===== config.mk =====
export PLATFORM = sky130hd
export DESIGN_NAME = iee_ctrl
export DESIGN_NICKNAME = d
export VERILOG_FILES = /design/src/design/iee_pkg.sv /design/src/design/iee_ctrl.sv
export SDC_FILE = /design/constraint.sdc
export NUM_CORES = 1
export LEC_CHECK = 0
export ABC_AREA = 1
export BUFFER_PORTS_ARGS = -buffer_cell sky130_fd_sc_hd__buf_2
export CAP_MARGIN = 10
export CORE_MARGIN = 3
export CORE_UTILIZATION = 48
export CTS_BUF_LIST = sky130_fd_sc_hd__clkbuf_4
export CTS_CLUSTER_DIAMETER = 60
export CTS_CLUSTER_SIZE = 10
export DETAILED_ROUTE_END_ITERATION = 8
export PLACE_DENSITY = 0.76
export SYNTH_ARGS = -nofsm -noshare
export SYNTH_HDL_FRONTEND = slang
export SYNTH_SLANG_ARGS = --single-unit

===== constraint.sdc =====
create_clock -name aclk -period 3.5 [get_ports aclk]
set_clock_uncertainty 0.15 [all_clocks]
set_input_delay 0.525 -clock aclk [delete_from_list [all_inputs] [get_ports aclk]]
set_output_delay 0.525 -clock aclk [all_outputs]
set_load 0.005 [all_outputs]

===== src/design/iee_pkg.sv =====
`timescale 1ns / 1ps
`default_nettype none
// ----------------------------------------------------------------------------
// iee_pkg
// Shared types, codes and helpers of the infix expression evaluator.
// ----------------------------------------------------------------------------
package iee_pkg;

    localparam int DefValueDepth    = 32;
    localparam int DefOperatorDepth = 32;

    localparam int OpW     = 3;
    localparam int OperW   = 16;
    localparam int StatW   = 3;
    localparam int ValW    = 32;
    localparam int DvdW    = 48;
    localparam int DivCntW = 6;
    localparam logic [DivCntW-1:0] DivSteps = DivCntW'(DvdW);

    typedef enum logic [OpW-1:0] {
        TOK_NUM   = 3'd0,
        TOK_ADD   = 3'd1,
        TOK_SUB   = 3'd2,
        TOK_MUL   = 3'd3,
        TOK_DIV   = 3'd4,
        TOK_OPEN  = 3'd5,
        TOK_CLOSE = 3'd6,
        TOK_END   = 3'd7
    } tok_t;

    typedef enum logic [StatW-1:0] {
        ST_OK        = 3'd0,
        ST_EMPTY     = 3'd1,
        ST_OVERFLOW  = 3'd2,
        ST_MALFORMED = 3'd3,
        ST_DIVZERO   = 3'd4
    } stat_t;

    typedef enum logic [3:0] {
        S_IDLE, S_DISPATCH, S_LOOP, S_OPCHK, S_APPLY, S_RD_A, S_EXEC,
        S_MUL, S_DIV, S_DIVFIN, S_PUSH, S_FIN, S_OUT
    } state_t;

    typedef enum logic [4:0] {
        A_NONE, A_PUSH_NUM, A_PUSH_TOK, A_PUSH_OPEN, A_ERR_EMPTY, A_ERR_MALF,
        A_RD_OPR, A_POP_OPR, A_APPLY, A_RD_A, A_EXEC, A_MUL_FIN, A_DIV_STEP,
        A_DIV_FIN, A_PUSH_RES, A_FIN, A_LOAD_OUT
    } act_t;

    typedef struct packed {
        logic latch;
        logic set_seen;
        act_t act;
    } cmd_t;

    typedef struct packed {
        tok_t tok;
        tok_t otop;
        logic err_zero;
        logic seen;
        logic ocnt_zero;
        logic vcnt_lt2;
        logic b_zero;
        logic div_last;
        logic out_free;
    } sts_t;

    function automatic logic [1:0] prio_of(input tok_t code);
        logic [1:0] p;
        p = 2'd0;
        if (code == TOK_MUL || code == TOK_DIV) p = 2'd2;
        else if (code == TOK_ADD || code == TOK_SUB) p = 2'd1;
        return p;
    endfunction

endpackage
`default_nettype wire


===== src/design/iee_ctrl.sv =====
`timescale 1ns / 1ps
`default_nettype none
// ----------------------------------------------------------------------------
// iee_ctrl
// Token sequencer: unwinds the operator stack and steps the arithmetic unit.
// ----------------------------------------------------------------------------
module iee_ctrl (
    input  wire logic          aclk,
    input  wire logic          aresetn,
    input  wire logic          in_fire,
    output iee_pkg::cmd_t      cmd,
    input  wire iee_pkg::sts_t sts,
    output logic               idle
);
    import iee_pkg::*;

    state_t state_reg, state_next;

    always_ff @(posedge aclk) begin
        if (!aresetn) state_reg <= S_IDLE;
        else          state_reg <= state_next;
    end

    assign idle = (state_reg == S_IDLE);

    // next state
    always_comb begin
        state_next = state_reg;
        unique case (state_reg)
            S_IDLE: if (in_fire) state_next = S_DISPATCH;
            S_DISPATCH: begin
                if (sts.tok == TOK_END) state_next = S_LOOP;
                else if (!sts.err_zero || sts.tok == TOK_NUM || sts.tok == TOK_OPEN)
                    state_next = S_IDLE;
                else state_next = S_LOOP;
            end
            S_LOOP: begin
                if (!sts.err_zero || sts.ocnt_zero)
                    state_next = (sts.tok == TOK_END) ? S_FIN : S_IDLE;
                else state_next = S_OPCHK;
            end
            S_OPCHK: begin
                priority if (sts.tok == TOK_CLOSE)
                    state_next = (sts.otop == TOK_OPEN) ? S_IDLE : S_APPLY;
                else if (sts.tok == TOK_END)
                    state_next = (sts.otop == TOK_OPEN) ? S_LOOP : S_APPLY;
                else
                    state_next = (prio_of(sts.otop) >= prio_of(sts.tok)) ? S_APPLY : S_IDLE;
            end
            S_APPLY: state_next = sts.vcnt_lt2 ? S_LOOP : S_RD_A;
            S_RD_A:  state_next = S_EXEC;
            S_EXEC: begin
                unique case (sts.otop)
                    TOK_ADD, TOK_SUB: state_next = S_PUSH;
                    TOK_MUL:          state_next = S_MUL;
                    TOK_DIV:          state_next = sts.b_zero ? S_LOOP : S_DIV;
                    default:          state_next = S_LOOP;
                endcase
            end
            S_MUL:    state_next = S_PUSH;
            S_DIV:    if (sts.div_last) state_next = S_DIVFIN;
            S_DIVFIN: state_next = S_PUSH;
            S_PUSH:   state_next = S_LOOP;
            S_FIN:    state_next = S_OUT;
            S_OUT:    if (sts.out_free) state_next = S_IDLE;
            default:  state_next = S_IDLE;
        endcase
    end

    // outputs
    always_comb begin
        cmd = '{latch: 1'b0, set_seen: 1'b0, act: A_NONE};
        unique case (state_reg)
            S_IDLE: cmd.latch = in_fire;
            S_DISPATCH: begin
                if (sts.tok != TOK_END) begin
                    cmd.set_seen = 1'b1;
                    if (sts.err_zero) begin
                        if (sts.tok == TOK_NUM)       cmd.act = A_PUSH_NUM;
                        else if (sts.tok == TOK_OPEN) cmd.act = A_PUSH_OPEN;
                    end
                end else if (sts.err_zero && !sts.seen) begin
                    cmd.act = A_ERR_EMPTY;
                end
            end
            S_LOOP: begin
                if (sts.err_zero) begin
                    if (!sts.ocnt_zero) cmd.act = A_RD_OPR;
                    else if (sts.tok == TOK_CLOSE) cmd.act = A_ERR_MALF;
                    else if (sts.tok != TOK_END) cmd.act = A_PUSH_TOK;
                end
            end
            S_OPCHK: begin
                priority if (sts.tok == TOK_CLOSE) begin
                    if (sts.otop == TOK_OPEN) cmd.act = A_POP_OPR;
                end else if (sts.tok == TOK_END) begin
                    if (sts.otop == TOK_OPEN) cmd.act = A_ERR_MALF;
                end else if (prio_of(sts.otop) < prio_of(sts.tok)) begin
                    cmd.act = A_PUSH_TOK;
                end
            end
            S_APPLY:  cmd.act = A_APPLY;
            S_RD_A:   cmd.act = A_RD_A;
            S_EXEC:   cmd.act = A_EXEC;
            S_MUL:    cmd.act = A_MUL_FIN;
            S_DIV:    cmd.act = A_DIV_STEP;
            S_DIVFIN: cmd.act = A_DIV_FIN;
            S_PUSH:   cmd.act = A_PUSH_RES;
            S_FIN:    cmd.act = A_FIN;
            S_OUT:    if (sts.out_free) cmd.act = A_LOAD_OUT;
            default:  cmd.act = A_NONE;
        endcase
    end

endmodule
`default_nettype wire


Yosys cells after proc, flatten, opt, wreduce, memory -nomap -nowiden
Index checks and enable logic that the tools add are counted.
{"block": "classes", "magnitude_cmp": 2, "n_eq_ne": 28, "muxes": 45, "reduce_logical": 15}
{"operator": "5-bit one-hot mux with 12 select lines", "n": 1}
{"operator": "4-bit one-hot mux with 12 select lines", "n": 1}
{"operator": "2-bit two-way mux", "n": 15}
{"operator": "3-bit two-way mux", "n": 10}
{"operator": "5-bit two-way mux", "n": 6}
{"operator": "4-bit two-way mux", "n": 6}
{"operator": "4-bit == test, second input constant", "n": 5}
{"operator": "3-bit == test, second input constant", "n": 6}
{"operator": "4-bit by 3-bit == test with 1-bit output, second input constant", "n": 4}
{"operator": "3-bit by 2-bit == test with 1-bit output, second input constant", "n": 4}
{"operator": "4-bit one-hot mux with 3 select lines", "n": 1}
{"operator": "4-bit by 2-bit == test with 1-bit output, second input constant", "n": 2}
{"operator": "1-bit logical OR", "n": 7}
{"operator": "3-bit by 1-bit == test with 1-bit output, second input constant", "n": 2}
{"operator": "2-bit inequality test, second input constant", "n": 3}
{"operator": "1-bit two-way mux", "n": 5}
{"operator": "4-bit by 1-bit == test with 1-bit output, second input constant", "n": 1}
{"operator": "4-bit zero test", "n": 1}
{"operator": "2-bit OR reduction", "n": 2}
{"operator": "3-bit zero test", "n": 1}
{"operator": "3-bit inequality test, second input constant", "n": 1}
{"operator": "3-bit AND reduction", "n": 1}
{"operator": "2-bit greater-or-equal comparator", "n": 1}
{"operator": "1-bit zero test", "n": 2}
{"operator": "other kinds (2)", "n": 2}
{"block": "totals", "register_bits": 4, "inputBits": 16, "out_inout_bits": 8, "elab_cells": 91}

Logic depth before layout (Yosys ltp)
{"block": "logic_depth", "word_depth": 12, "mapped_depth": 11, "mapped_depth_nobuf": 11}

Worst setup path before layout
Ideal clock, no wire load.
{"block": "synth_timing", "path_type": "input port to output port", "startpoint": "input port sts[7] (netlist bit)", "endpoint": "output port cmd[1] (netlist bit)", "t_arrival_ns": 1.498, "required_ns": 2.825, "slack_ns": 1.327, "path_stages": 8, "n_path_buf": 0, "path_cell_list": "nand2_1 -> nor2_1 -> o21bai_1 -> ha_1 -> a21oi_1 -> and2_1 -> o21ai_0 -> nand4_1"}
{"element": "start: declaration", "line_no": "iee_ctrl.sv:12", "text": "input wire iee_pkg::sts_t sts,"}
{"element": "end: declaration", "line_no": "iee_ctrl.sv:11", "text": "output iee_pkg::cmd_t cmd,"}

==> results.md <==
- Slew @ Worst Pin: around 0.24 ns
- Synth Area in Compound Gates: 0.1060
- Largest register FFs: 4
- Required time of the critical path: roughly 2.8 ns
- Sink Count: 4
- Leakage: 0.5203 nW
- Die ar.: roughly 0.002 mm^2
- Max VDD drop: approximately 200 uV
- Status: finished, final reports clean
- CP endpoint kind: primary output
- Wire length on met1: 812 um
- Vias in the first global route: just under 800
- XOR/XNOR Fraction of Synth Area: 0
- Net Sw Frac: 0.3571
- Height of the die: between 40 and 50 um
- Commonest cells after routing, fill and taps aside: nand2_1, nor2_1, inv_1, buf_2, nand3_1
- Unrepaired setup endpoints after global routing: no
- Critical path type: in2out
- Crit share post-route: 0.7091
- Post-synthesis cell count: ~140
- # nets final: 194
- Syn_area_per_cell: approximately 5 um^2
- Pwr per Cell Area: ~200 mW/mm^2
- Post-DP HPWL: 1593 um
- Clock insertion delay at the later pin of the skew report: between 0.2 and 0.25 ns
- Largest net degree at the start of global routing: 8
- Slowest-stage cell, CP: ha_1
- FMAX: between 0.4 and 0.5 GHz
- Cell Area, Synth: between 700 and 800 um^2
- Final GP Congestion: slightly above 0.8
- NetSw: 63.77 uW
- CTS Hold Buffers Added: 0
- Final Hold Viols: 0
- Reg2reg setup slack: about 1.9 ns
- Worst reg2reg startpoint: state_reg[2]
- Vias: around 950
- Antenna violations before repair: 0
- Number of synthesis warnings: 0
- Max Cap Viol: 0
- CORE AREA: roughly 0.0014 mm^2
- Grt ovf: 0
- Bufs and invs on worst path: 2
- Area grow syn2layout: 21.37%
- Util after Layout: 0.6502
- Met3 Wirelength: about 86 um
- CTS Buffer Depth: 2
- CTS tree: done
- Setup Viol. Count Final: 0
- Cell-internal power: roughly 110 uW
- Setup crit start kind: primary input
- DR top layer: met3
- Tmin final: approximately 2.5 ns
- Post-Synth Simple-Gate Area: 0.5419
- Clock transition at the registers of the reported paths: ~0.030 ns
- First-pass GRT wire length: 3077 um
- Clock Power Share: 0.303
- Slew Viols, Final: 0
- ANT cells: 0
- Post-synthesis mux area share: 0
- Slowest stage delay, CP: ~0.3 ns
- Combinational family with the most area after synthesis: simple AND/OR/NAND/NOR gates
- Vias/cell: 5.168
- Share of cells above drive strength 1: 0.1834
- Synth cell types: 16
- Commonest non-fill, non-tap cell in the layout: nand2_1
- Adder-Cell Fraction of Synth Area: 0.1197
- Crit path depth: 10
- Port buffer count: 23
- Resized cells post-CTS: 0
- Clk root buf: clkbuf_4
- # H-tree levels: 1
- WL met2: 936 um
- 1st-iter DRT viols: 30
- Sequential power share: 0.289
- CP endpoint: cmd[1]
- Die Width: between 40 and 50 um
- Pre-Repair DR Iteration Count: 4
- Combinational power share: 0.408
- Critical Path Fanout Max: 4
- CP dominant cell by count: buf_2
- Crit path from: sts[7]
- Worst EP arrival: approximately 1.8 ns
- Setup TNS: 0 ns
- Synthesized flop and latch total: 4
- Slew HR: 0.8369
- Reg-to-reg endpoint: state_reg[1]
- Final wirelength: about 1800 um
- Crit-path leading delay family: compound AO/OA/AOI/OAI gates
- Antenna Violating Nets Remaining: 0
- DR WL/cell: 9.973 um
- CP Cell Sequence: buf_2 > nand2_1 > nor2_1 > o21bai_1 > ha_1 > a21oi_1 > and2_1 > o21ai_0 > nand4_1 > buf_2
- Global Route Usage Sum: 0.2052
- Mapped Nets: around 170
- Cells on worst reg2reg path: 10
- Top Ports: 24
- Row cnt: 13
- Hold Path Class: reg2reg
- Residual DRC: 0
- Number of setup buffers added after CTS: 0
- Register area share after synthesis: 0.1094
- Initial core utilization: 0.5357
- CTS buffer count: 3
==> how the worst min path moves through the flow <==
stage / from / to / slack [ns] / depth (start not counted)
6_report: state_reg[2] / state_reg[2] / 0.35 / 2
5_1_grt: state_reg[2] / state_reg[2] / 0.37 / 2
3_3_place_gp: state_reg[2] / state_reg[2] / 0.35 / 2
3_5_place_dp: state_reg[2] / state_reg[2] / 0.35 / 2
2_1_floorplan: state_reg[2] / state_reg[2] / 0.33 / 2
4_1_cts: state_reg[2] / state_reg[2] / 0.36 / 2
==> synthesized netlist by cell type (all sizes together) <==
library cell | number | area (um^2)
and2 | 1 | 6.260
nand4 | 3 | 18.77
nand2 | 41 | 156.4
dfxtp | 4 | 80.08
o21ai | 9 | 45.04
o21bai | 1 | 7.510
ha | 7 | 87.58
nand3 | 19 | 100.1
inv | 24 | 90.08
nor2 | 28 | 110.1
a21oi | 5 | 25.02
nor3 | 1 | 5.000
==> routing by layer <==
layer,GRT usage,vias to the layer above
li1,-,507
met1,0.2470,417
met2,0.3616,27
met3,0.02390,0
met4,0.08772,0
met5,0,-
==> power groups by stage <==
stage / logic, mW / clock network (mW) / registers, mW
after CTS: 0.0727 / 0.0574 / 0.0514
after detailed placement: 0.0723 / 0 / 0.0521
after global placement: 0.0706 / 0 / 0.0520
final: 0.0728 / 0.0541 / 0.0516
after global routing: 0.0844 / 0.0661 / 0.0520
after floorplan: 0.0471 / 0 / 0.0511
==> stage by stage <==
step	setup slack, ns	hold slack [ns]	instance area, um^2	std cells	total power, mW
floorplan	1.327	0.3288	732.0	143	0.09816
global placement	1.046	0.3491	865.8	181	0.1226
detailed placement	1.022	0.3506	865.8	181	0.1245
CTS	1.022	0.3550	888.4	184	0.1815
global route	0.8254	0.3745	888.4	184	0.2024
finish	1.018	0.3484	888.4	184	0.1786
==> logic make-up after synthesis <==
| family | count (synthesis) |
|---|---|
| AND/OR/NAND/NOR | 93 |
| buffers and inverters | 24 |
| AO/OA/AOI/OAI | 15 |
| adder cells (fa/ha/maj) | 7 |
| flip-flops | 4 |
==> layout make-up <==
type,instances,area (um^2)
multi-input combinational,115,561.8
fill,149,478.0
timing repair buffer,23,115.1
inverter,24,90.09
sequential,4,80.08
clock buffer,3,22.52
tap,15,18.77
==> worst reg2reg max path: stages (launching register included) <==
cell and delay, ns:
dfxtp_1 0.32, inv_1 0.10, ha_1 0.22, inv_1 0.11
nor2_1 0.18, nand2_1 0.13, nor2_1 0.10, nor2_1 0.05
nand2_1 0.06, nand2_1 0.05, nor2_1 0.08
Power figures use the tool's default switching activity.
